--- src/sv/tpe_pkg.sv ---
package tpe_pkg;

    localparam int WORDS_PER_PAGE = 256;
    localparam int SLOT_W         = $clog2(WORDS_PER_PAGE);
    localparam int ADDR_W         = SLOT_W + 1;
    localparam int STORE_WORDS    = 2 * WORDS_PER_PAGE;
    localparam int LAST_SLOT      = WORDS_PER_PAGE - 1;

    localparam logic [31:0] WORD_ONES  = 32'hFFFF_FFFF;
    localparam logic [31:0] RECV_ONES  = 32'h0000_FFFF;
    localparam logic [31:0] RECV_ZEROS = 32'hFFFF_0000;
    localparam logic [15:0] ADDR_NONE  = 16'hFFFF;

    typedef enum logic [1:0] {
        CMD_READ   = 2'd0,
        CMD_WRITE  = 2'd1,
        CMD_FORMAT = 2'd2,
        CMD_NOP    = 2'd3
    } t_cmd_code;

    typedef enum logic [1:0] {
        PST_ERASED,
        PST_ACTIVE,
        PST_RECEIVE,
        PST_INVALID
    } t_pst;

    typedef struct packed {
        logic [1:0]  cmd;
        logic [15:0] byte_address;
        logic [1:0]  byte_count;
        logic [15:0] write_data;
    } t_req;

    typedef struct packed {
        logic [15:0] read_data;
        logic [1:0]  bytes_done;
        logic        error;
        logic        compacted;
    } t_rsp;

    typedef enum logic [4:0] {
        OP_NONE,
        OP_LOAD,
        OP_CLR,
        OP_FMT,
        OP_RD_S0,
        OP_RD_S1,
        OP_PICK,
        OP_SINIT,
        OP_SRCH,
        OP_RDRES,
        OP_WDEC,
        OP_ERA_DST,
        OP_CP_INIT,
        OP_CP_RD,
        OP_CP_GET,
        OP_CP_APP,
        OP_ERA_SRC,
        OP_CP_FIN,
        OP_PUSH
    } t_op;

    typedef struct packed {
        t_cmd_code cmd;
        logic      refused;
        logic      full;
        logic      no_page;
        logic      hit;
        logic      miss;
        logic      sweep_end;
        logic      slot_end;
        logic      i_zero;
    } t_sts;

    function automatic logic [31:0] erased_word(input logic ones);
        return ones ? WORD_ONES : ~WORD_ONES;
    endfunction

    function automatic logic [31:0] active_word(input logic ones);
        return ~erased_word(ones);
    endfunction

    function automatic t_pst page_status(input logic [31:0] w, input logic ones);
        t_pst s;
        if (w == erased_word(ones)) begin
            s = PST_ERASED;
        end else if (w == active_word(ones)) begin
            s = PST_ACTIVE;
        end else if (w == (ones ? RECV_ONES : RECV_ZEROS)) begin
            s = PST_RECEIVE;
        end else begin
            s = PST_INVALID;
        end
        return s;
    endfunction

endpackage

--- src/sv/tpe_ctrl.sv ---
module tpe_ctrl (
    input  logic          i_clk,
    input  logic          i_rst_n,
    input  logic          i_req_valid,
    output logic          o_req_ready,
    input  logic          i_rsp_ready,
    output logic          o_rsp_valid,
    input  tpe_pkg::t_sts i_sts,
    output tpe_pkg::t_op  o_op
);

    typedef enum logic [4:0] {
        S_CLR,
        S_IDLE,
        S_DISP,
        S_FMT,
        S_RS0,
        S_RS1,
        S_PICK,
        S_SINIT,
        S_SRCH,
        S_RDRES,
        S_WDEC,
        S_CPERA,
        S_CPI,
        S_CPRD,
        S_CPGET,
        S_CPSRCH,
        S_CPAPP,
        S_CPERS,
        S_CPFIN,
        S_DONE
    } t_state;

    t_state r_state;
    t_state n_state;
    logic   r_valid;
    logic   n_valid;

    always_comb begin
        n_state = r_state;
        n_valid = r_valid && !i_rsp_ready;
        o_op    = tpe_pkg::OP_NONE;
        unique case (r_state)
            S_CLR: begin
                o_op = tpe_pkg::OP_CLR;
                if (i_sts.sweep_end) n_state = S_IDLE;
            end
            S_IDLE: begin
                if (i_req_valid) begin
                    o_op    = tpe_pkg::OP_LOAD;
                    n_state = S_DISP;
                end
            end
            S_DISP: begin
                unique case (i_sts.cmd)
                    tpe_pkg::CMD_FORMAT: n_state = S_FMT;
                    tpe_pkg::CMD_NOP:    n_state = S_DONE;
                    tpe_pkg::CMD_READ,
                    tpe_pkg::CMD_WRITE:  n_state = S_RS0;
                endcase
            end
            S_FMT: begin
                o_op = tpe_pkg::OP_FMT;
                if (i_sts.sweep_end) n_state = S_DONE;
            end
            S_RS0: begin
                o_op    = tpe_pkg::OP_RD_S0;
                n_state = S_RS1;
            end
            S_RS1: begin
                o_op    = tpe_pkg::OP_RD_S1;
                n_state = S_PICK;
            end
            S_PICK: begin
                o_op = tpe_pkg::OP_PICK;
                priority if (i_sts.no_page || i_sts.refused) begin
                    n_state = S_DONE;
                end else if (i_sts.cmd == tpe_pkg::CMD_READ) begin
                    n_state = S_SINIT;
                end else if (i_sts.full) begin
                    n_state = S_CPERA;
                end else begin
                    n_state = S_SINIT;
                end
            end
            S_SINIT: begin
                o_op    = tpe_pkg::OP_SINIT;
                n_state = S_SRCH;
            end
            S_SRCH: begin
                o_op = tpe_pkg::OP_SRCH;
                if (i_sts.hit || i_sts.miss) begin
                    n_state = (i_sts.cmd == tpe_pkg::CMD_READ) ? S_RDRES : S_WDEC;
                end
            end
            S_RDRES: begin
                o_op    = tpe_pkg::OP_RDRES;
                n_state = S_DONE;
            end
            S_WDEC: begin
                o_op    = tpe_pkg::OP_WDEC;
                n_state = S_DONE;
            end
            // page transfer: clear destination, copy newest records, clear source
            S_CPERA: begin
                o_op = tpe_pkg::OP_ERA_DST;
                if (i_sts.slot_end) n_state = S_CPI;
            end
            S_CPI: begin
                o_op    = tpe_pkg::OP_CP_INIT;
                n_state = S_CPRD;
            end
            S_CPRD: begin
                o_op    = tpe_pkg::OP_CP_RD;
                n_state = i_sts.i_zero ? S_CPERS : S_CPGET;
            end
            S_CPGET: begin
                o_op    = tpe_pkg::OP_CP_GET;
                n_state = S_CPSRCH;
            end
            S_CPSRCH: begin
                o_op = tpe_pkg::OP_SRCH;
                if (i_sts.hit || i_sts.miss) n_state = S_CPAPP;
            end
            S_CPAPP: begin
                o_op    = tpe_pkg::OP_CP_APP;
                n_state = S_CPRD;
            end
            S_CPERS: begin
                o_op = tpe_pkg::OP_ERA_SRC;
                if (i_sts.slot_end) n_state = S_CPFIN;
            end
            S_CPFIN: begin
                o_op    = tpe_pkg::OP_CP_FIN;
                n_state = S_SINIT;
            end
            S_DONE: begin
                if (!r_valid || i_rsp_ready) begin
                    o_op    = tpe_pkg::OP_PUSH;
                    n_valid = 1'b1;
                    n_state = S_IDLE;
                end
            end
        endcase
    end

    always_ff @(posedge i_clk) begin
        if (!i_rst_n) begin
            r_state <= S_CLR;
            r_valid <= 1'b0;
        end else begin
            r_state <= n_state;
            r_valid <= n_valid;
        end
    end

    assign o_req_ready = (r_state == S_IDLE);
    assign o_rsp_valid = r_valid;

endmodule

--- config.mk ---
export PLATFORM = sky130hd
export DESIGN_NAME = tpe_ctrl
export DESIGN_NICKNAME = d
export VERILOG_FILES = /design/src/sv/tpe_pkg.sv /design/src/sv/tpe_ctrl.sv
export SDC_FILE = /design/constraint.sdc
export NUM_CORES = 1
export LEC_CHECK = 0
export BUFFER_PORTS_ARGS = -buffer_cell sky130_fd_sc_hd__clkbuf_2
export CAP_MARGIN = 15
export CELL_PAD_IN_SITES_DETAIL_PLACEMENT = 0
export CELL_PAD_IN_SITES_GLOBAL_PLACEMENT = 2
export CORE_UTILIZATION = 30
export DETAILED_ROUTE_END_ITERATION = 6
export GPL_TIMING_DRIVEN = 0
export PLACE_DENSITY_LB_ADDON = 0.1
export SYNTH_ARGS = -nofsm -noshare
export SYNTH_HDL_FRONTEND = slang
export SYNTH_SLANG_ARGS = --single-unit
export TNS_END_PERCENT = 5
--- constraint.sdc ---
create_clock -name i_clk -period 3.2 [get_ports i_clk]
set_clock_uncertainty 0.2 [all_clocks]
set_input_delay 0.16 -clock i_clk [delete_from_list [all_inputs] [get_ports i_clk]]
set_output_delay 0.16 -clock i_clk [all_outputs]
set_load 0.005 [all_outputs]
==> flow_summary.ini, run 1 <==
[outcome]
status = finished, final reports clean

[drt]
detail-route-antenna-nets = 0
vias = 1015
via_per_inst = 5.80
routed_wl_um = 2790
drt_pre_antenna_iters = 4
drt_first_iter_violations = 45
wl_per_cell_um = 15.9
drc = 0

[yosys]
syn_area_per_cell_um2 = 7.07
synth_cell_types = 41
synth_simple_gate_area_share_pct = 38.9
synth_edf_count = 0
synthCells = 121
synth-async-reset-ratio_pct = 0
synth_flop_cell = dfxtp_1
ys_seq_elements = 6
syn-cell-area_um2 = 856
synth_top_family_by_area = simple AND/OR/NAND/NOR gates
synthAdderAreaFrac_pct = 1.17
syn-num-nets = 135
synth.area.mux_share_pct = 3.51
ys_seq_area_share_pct = 14.0
yosysWarnings = 0
synthXorXnorAreaFrac_pct = 2.05
synth-compound-area-share_pct = 31.7

[cts]
cts_tree = done
cts_resized = 0
cts_root_buf = clkbuf_4
clock_sinks = 6
clock_latency_ns = 0.26
cts_hold_buf = 0
post_cts_buffers = 0
cts_buffer_depth = 2
cts.htree.levels = 1
clk_pin_slew_ns = 0.05
numCtsBuffers = 3

[sta]
hold_viol_final = 0
maxSlewViolCount = 0
finalSetupTns_ns = 0
tightest_slew_ns = 0.517
finalSetupViolations = 0
max_slew_margin_pct = 65.0
finalCritPeriodShare_pct = 65.5
grt_setup_unrepaired = no
fmax_mhz = 477
fin_crit_ns = 2.10

[place]
gp_congestion = 0.824
place_hpwl_um = 2070
numPortBuffers = 20
place_inst = 172

[critical_path]
path_class = reg -> out
cp-end-kind = output pin
arrival_ns = 1.74
worstPathRequired_ns = 2.84
crit_path_start_kind = flop
path_max_fanout = 10

[global_routing]
grt_util_all_layers_pct = 18.9
grt_pass1_wl_um = 4510
overflow = 0
antenna_found_initial = 0
grt_max_degree = 11
grt_pass1_vias = 900

[run]
cap_violations = 0

[die]
die-width_um = 55.4
coreArea_um2 = 2730
fp.dieH_um = 55.4
num_rows = 19
start_util_pct = 31.3
boundaryPins = 21
dieArea_um2 = 3070

[final_layout]
stdcell_count = 175
nets = 160
mostFrequentLayoutCells = clkbuf_2 (20), nand2_1 (11), o21ai_0 (11)
drive_gt1_share_pct = 27.1
final_common_cell = clkbuf_2
diodes = 0
area_delta_synth_final_pct = 18.9

[pwr]
p_per_area_nw_per_um2 = 550
ir_drop_mv = 0.240
leakagePower_nw = 0.420

[hold_path]
hp-class = in -> reg
-- Yosys cell counts (2+ instances only) --
cell type	instances	share of area, %
nand2_1	11	4.8
o21ai_0	11	6.4
a21oi_1	9	5.3
nor2_1	8	3.5
dfxtp_1	6	14
nor2b_1	6	4.4
nor3_1	6	3.5
buf_2	5	2.9
nand2b_1	4	2.9
nand3_1	4	2.3
nor3b_1	4	3.5
a22o_1	3	3.1
and3_1	3	2.2
mux2i_1	3	3.5
nor4_2	3	4.4
a211o_1	2	2.0
buf_4	2	1.8
buf_6	2	2.6
clkbuf_1	2	0.88
o211ai_1	2	1.8
o22ai_1	2	1.5
or3_1	2	1.5
or3b_1	2	2.0
xnor2_1	2	2.0
-- area by class of cell --
| type | instances | area (um2) |
|---|---|---|
| tap | 31 | 38.8 |
| timing repair buffer | 20 | 100 |
| fill | 313 | 1720 |
| sequential | 6 | 120 |
| buffer | 11 | 70.1 |
| multi-input combinational | 103 | 662 |
| inverter | 1 | 3.75 |
| clock buffer | 3 | 22.5 |
-- path summary, 6_finish.rpt --
path | depth (start not counted) | from | endpoint | slack (ns)
setup / recovery | 6 | r_state[1]$_SDFFE_PN0P_ | o_op[2] | 1.10
setup reg to reg | 6 | r_state[1]$_SDFFE_PN0P_ | r_state[2]$_SDFFE_PN0P_ | 1.13
hold reg to reg | 3 | o_rsp_valid$_SDFF_PN0_ | o_rsp_valid$_SDFF_PN0_ | 0.48
hold / removal | 2 | i_rst_n | r_state[0]$_SDFFE_PN0P_ | 0.009
-- worst max-delay path, stage by stage, from the launching register on --
cell	delay [ns]
dfxtp_1	0.30
buf_4	0.14
buf_6	0.15
clkbuf_1	0.35
o21ai_0	0.16
a22o_1	0.26
clkbuf_2	0.11
-- layer usage --
metal,share of wire (%),track usage (%)
met5,0,0
met4,2.9,10.0
met3,3.6,2.34
met2,44,26.9
met1,50,27.5
-- power by group --
group / switching, mW / total (mW) / leakage (nW) / internal [mW]
Combinational: 0.223 / 0.389 / 0.358 / 0.167
Sequential: 0.00855 / 0.0945 / 0.0487 / 0.0860
Clock: 0.0323 / 0.0751 / 0.0138 / 0.0428
-- state kept, by name, summed over array words and instances, names as in the netlist --
signal	flops
r_state	5
o_rsp_valid	1
-- through the flow --
| stage | total power [mW] | util [%] | worst slack [ns] | instance area, um2 | hold slack [ns] |
|---|---|---|---|---|---|
| 2_1_floorplan | 0.377 | - | 1.37 | 856 | 0.0817 |
| 3_3_place_gp | 0.487 | 36.4 | 1.15 | 995 | 0.273 |
| 3_5_place_dp | 0.481 | 36.4 | 1.17 | 995 | 0.272 |
| 4_1_cts | 0.558 | 37.2 | 1.12 | 1020 | 0.00850 |
| 5_1_grt | 0.609 | 37.2 | 1.00 | 1020 | 0.0374 |
| 6_report | 0.559 | 37.2 | 1.10 | 1020 | 0.00904 |
-- kinds of logic after synthesis --
family	Yosys count
DFF	6
and+or+nand+nor	57
xor gates and xnor gates	2
adders and majority gates	1
muxes	3
buffers and inverters	12
AOI/OAI and AO/OA	40
(Power assumes the default switching activity.)
==> run 2, diff against run 1 <==
- CORE_UTILIZATION: 30 -> 28
- clock period: 3.2 -> 2.1 ns (I/O delays scaled with it)
==> run 2 against run 1 <==
Against the previous run: the run now ends with design-rule violations left; final cell count increased by 2.3%; first-iteration DRC count increased by 18%; clock power increased by 42%; hold slack improved by 0.14 ns; sequential share of layout area shrank 0.81 points; register-to-register slack got worse by 1.0 ns; sequential cell count stayed put; utilization increased by 2.2 points; non-clock buffer count increased by 4; setup slack got worse by 1.0 ns; critical path depth decreased by 1; sequential power grew 56%.
==> flow_summary.ini, run 2 (synthesized netlist as in run 1, its figures left out) <==
[die]
die-width_um = 57.3
boundaryPins = 21
coreArea_um2 = 2830
num_rows = 19
fp.dieH_um = 57.3
dieArea_um2 = 3280
start_util_pct = 30.3

[place]
place_hpwl_um = 2170
dp_slack_ns = -0.00918
gp_congestion = 0.780
place_inst = 172
numPortBuffers = 20

[cts]
numCtsBuffers = 3
clk_pin_slew_ns = 0.05
cts_tree = done
clock_sinks = 6
clock_latency_ns = 0.25
cts_root_buf = clkbuf_4
cts_buffer_depth = 2
cts.htree.levels = 1

[global_routing]
antenna_found_initial = 0
grt_util_all_layers_pct = 18.6
grt_pass1_wl_um = 4750
grt_max_degree = 11
overflow = 0
grt_pass1_vias = 977

[final_layout]
mostFrequentLayoutCells = clkbuf_2 (21), nand2_1 (11), o21ai_0 (10)
largest_register = r_state
area_delta_synth_final_pct = 30.3
drive_gt1_share_pct = 33.1
nets = 164
final_common_cell = clkbuf_2
final_util_pct = 39.4
diodes = 0
largest_reg_flops = 5
stdcell_count = 179

[drt]
drc = 2
via_per_inst = 5.70
routed_wl_um = 2830
detail-route-antenna-nets = 0
drt_pre_antenna_iters = 6
drt_first_iter_violations = 53
vias = 1021
wl_per_cell_um = 15.8

[sta]
finalCritPeriodShare_pct = 96.0
hold_viol_final = 0
tightest_slew_ns = 0.523
finalSetupTns_ns = 0
fin_ws_ns = 0.0847
grt_setup_unrepaired = yes
finalSetupViolations = 0
maxSlewViolCount = 0
max_slew_margin_pct = 64.8
fmax_mhz = 496
fin_crit_ns = 2.02

[critical_path]
cpPeakStageDelay_ns = 0.45
arrival_ns = 1.95
path_class = reg -> reg
slowest_stage = or3_1
cp-end-kind = flop
ff2ff_path_depth = 5
reg2reg_from = r_state[2]$_SDFFE_PN0P_
path_max_fanout = 9
worstPathRequired_ns = 2.03
path_cells = buf_2, or3_1, nor4_2, nor4_4, a32o_1
crit_path_start_kind = flop
startpoint = r_state[2]$_SDFFE_PN0P_

[pwr]
ir_drop_mv = 0.396
p_per_area_nw_per_um2 = 818
leakagePower_nw = 0.472
power_uw = 912

[hold_path]
hold_start = i_sts[3]
hp-class = in -> reg
whs_path_depth = 3

[run]
cap_violations = 0

[outcome]
violations = design-rule violations
status = complete, but fails checks
run 2: changes by cell type in the layout (fill, tap and decap cells not counted), sizes merged:
cell and delta:
buf +1, clkbuf +2, dlygate4sd3 +1
run 2: final cells by class:
| type | instances | area, um2 |
|---|---|---|
| Multi-Input combinational cell | 103 | 707 |
| Fill cell | 315 | 1710 |
| Clock buffer | 3 | 22.5 |
| Buffer | 11 | 87.6 |
| Sequential cell | 6 | 123 |
| Tap cell | 31 | 38.8 |
| Timing Repair Buffer | 24 | 133 |
| Inverter | 1 | 3.75 |
run 2: power breakdown:
group | switching [mW] | internal [mW]
registers | 0.0156 | 0.132
logic | 0.360 | 0.298
clock network | 0.0423 | 0.0647
total | 0.418 | 0.495
run 2: final timing paths:
kind                             endpoint  slack (ns)
setup / recovery  r_state[2]$_SDFFE_PN0P_        0.08
hold / removal    r_state[2]$_SDFFE_PN0P_        0.15
setup reg to reg  r_state[2]$_SDFFE_PN0P_        0.08
hold reg to reg    o_rsp_valid$_SDFF_PN0_        0.50
run 2: metrics by stage:
| step | hold WS, ns | instance area (um2) |
|---|---|---|
| 6_report | 0.151 | 1110 |
| 5_1_grt | 0.143 | 1110 |
| 4_1_cts | 0.0824 | 1030 |
| 3_5_place_dp | 0.229 | 995 |
| 3_3_place_gp | 0.218 | 995 |
| 2_1_floorplan | 0.0267 | 856 |
run 2: critical path, delay by kind of cell (launching register included):
kind                   cells  cell delay (ns)
DFF                        1             0.29
AOI/OAI and AO/OA          1             0.25
buffers and inverters      1             0.17
and+or+nand+nor            3             0.98
run 2: what timing repair did:
action | in CTS | in global routing
endpoints found under the setup margin | 1 | 8
pin swaps | 0 | 4
hold buffers | 1 | 0
buffers inserted | 0 | 3
resized for setup | 0 | 17
endpoints found under the hold margin | 3 | 0
run 2: metal layers:
metal | vias to the layer above | GRT usage [%] | share of wire, %
met1 | 480 | 27.5 | 50
met3 | 0 | 3.63 | 4.7
met2 | 30 | 29.2 | 46
met4 | 0 | 1.39 | 0
met5 | - | 0 | 0
li1 | 511 | - | -
==> run 3, diff against run 2 <==
- PLACE_DENSITY: default -> 0.76
- PLACE_DENSITY_LB_ADDON: 0.1 -> default
==> run 3 against run 2 <==
Against the previous run: the flow now finishes without violations; sequential power hardly changed; sequential share of layout area is 0.32 points higher; clock power hardly changed; utilization is 1.9 points lower; via count is 1.5% lower; fmax is 1.1% higher; hold slack worse by 0.021 ns; largest power group unchanged; critical path type unchanged.
==> flow_summary.ini, run 3 (synthesized netlist as in run 1, its figures left out) <==
[outcome]
status = finished, final reports clean

[drt]
via_per_inst = 5.72
drc = 0
wl_per_cell_um = 16.1
detail-route-antenna-nets = 0
vias = 1006
drt_first_iter_violations = 37
routed_wl_um = 2840
drt_pre_antenna_iters = 4

[critical_path]
worstPathRequired_ns = 2.06
path_cells = buf_6, or3b_1, or4_4, o21ai_1, o21ai_0, mux2i_1
critical_path.top_delay_family = simple AND/OR/NAND/NOR gates
cp-end-kind = flop
slowest_stage = or4_4
crit_buf_inv = 1
cpPeakStageDelay_ns = 0.44
path_class = reg -> reg
path_max_fanout = 10
arrival_ns = 1.96
crit_path_start_kind = flop

[run]
cap_violations = 0

[hold_path]
hp-class = in -> reg

[pwr]
clkPwrFrac_pct = 11.8
p_per_area_nw_per_um2 = 836
power_uw = 887
swShare_pct = 46.1
ir_drop_mv = 0.292
p_seq_share_pct = 16.6
leakagePower_nw = 0.436
p_comb_share_pct = 71.6
p_sw_uw = 409
internal_power_uw = 478

[final_layout]
area_delta_synth_final_pct = 24.0
regArea_um2 = 120
final_common_cell = clkbuf_2
multiInputGateArea_um2 = 686
largest_reg_flops = 5
stdcell_count = 176
largest_register = r_state
nets = 161
diodes = 0
drive_gt1_share_pct = 29.7
nFillCells = 316
mostFrequentLayoutCells = clkbuf_2 (21), nand2_1 (11), o21ai_0 (10)

[sta]
max_slew_margin_pct = 66.9
tightest_slew_ns = 0.493
finalCritPeriodShare_pct = 94.9
hold_viol_final = 0
fin_crit_ns = 1.99
fmax_mhz = 502
finalSetupTns_ns = 0
finalSetupViolations = 0
maxSlewViolCount = 0
grt_setup_unrepaired = yes
holdWs_ns = 0.130

[die]
coreArea_um2 = 2830
start_util_pct = 30.3
dieArea_um2 = 3280
num_rows = 19
fp.dieH_um = 57.3
boundaryPins = 21
die-width_um = 57.3

[place]
place_inst = 172
place_hpwl_um = 2120
gp_congestion = 0.825
numPortBuffers = 20

[cts]
cts.htree.levels = 1
cts_root_buf = clkbuf_4
cts_buffer_depth = 2
clock_sinks = 6
clock_latency_ns = 0.24
numCtsBuffers = 3
clk_pin_slew_ns = 0.04
cts_tree = done

[global_routing]
grt_pass1_wl_um = 4870
antenna_found_initial = 0
overflow = 0
busiest_layer = met2
gr-usage-met2_pct = 29.6
gr-usage-met3_pct = 2.49
grt_util_all_layers_pct = 19.1
grt_pass1_vias = 1030
grt_util_met1_pct = 26.6
grt_max_degree = 11
-- run 3: per-layer routing --
metal | wire length [um] | vias to the layer above
li1 | - | 506
met2 | 1280 | 34
met4 | 72 | 0
met3 | 119 | 8
met1 | 1360 | 458
met5 | 0 | -
-- run 3: power groups by stage --
stage               combinational, mW  sequential, mW  clock (mW)
global route                    0.707           0.150       0.116
finish                          0.635           0.147       0.104
floorplan                       0.432           0.142           0
CTS                             0.596           0.145       0.108
global placement                0.595           0.147           0
detailed placement              0.590           0.146           0
-- run 3: layout make-up --
class	instances	area share [%]
Timing Repair Buffer	21	10.4
Sequential cell	6	11.3
Inverter	1	0.354
Clock buffer	3	2.12
Multi-Input combinational cell	103	64.6
Buffer	11	7.55
Tap cell	31	3.66
-- run 3: worst paths after layout --
kind                                         startpoint                       to  slack (ns)  depth (start not counted)
worst min register to register   o_rsp_valid$_SDFF_PN0_   o_rsp_valid$_SDFF_PN0_        0.49                          3
worst min-delay path                           i_sts[3]  r_state[2]$_SDFFE_PN0P_        0.13                          3
worst max register to register  r_state[3]$_SDFFE_PN0P_  r_state[3]$_SDFFE_PN0P_        0.11                          6
worst max-delay path            r_state[3]$_SDFFE_PN0P_  r_state[3]$_SDFFE_PN0P_        0.11                          6
-- run 3: through the flow --
| step | area (um2) | util (%) | setup slack, ns |
|---|---|---|---|
| 2_1_floorplan | 856 | - | 0.267 |
| 3_3_place_gp | 995 | 35.2 | 0.0469 |
| 3_5_place_dp | 995 | 35.2 | 0.0793 |
| 4_1_cts | 1030 | 36.3 | 0.0477 |
| 5_1_grt | 1060 | 37.5 | -0.0141 |
| 6_report | 1060 | 37.5 | 0.106 |
-- run 3: worst register-to-register path, delay by kind of cell, from the launching register on --
kind,cells,cell delay (ns)
simple gates,2,0.84
flops,1,0.32
compound gates,2,0.24
mux,1,0.16
buf+inv,1,0.15
-- run 3: timing repair --
item                                    4_1_cts  5_1_grt
hold endpoints to repair                      4        0
buffers inserted                              0        0
hold buffers                                  1        0
endpoints found under the setup margin        0        9
resized for setup                             0       12
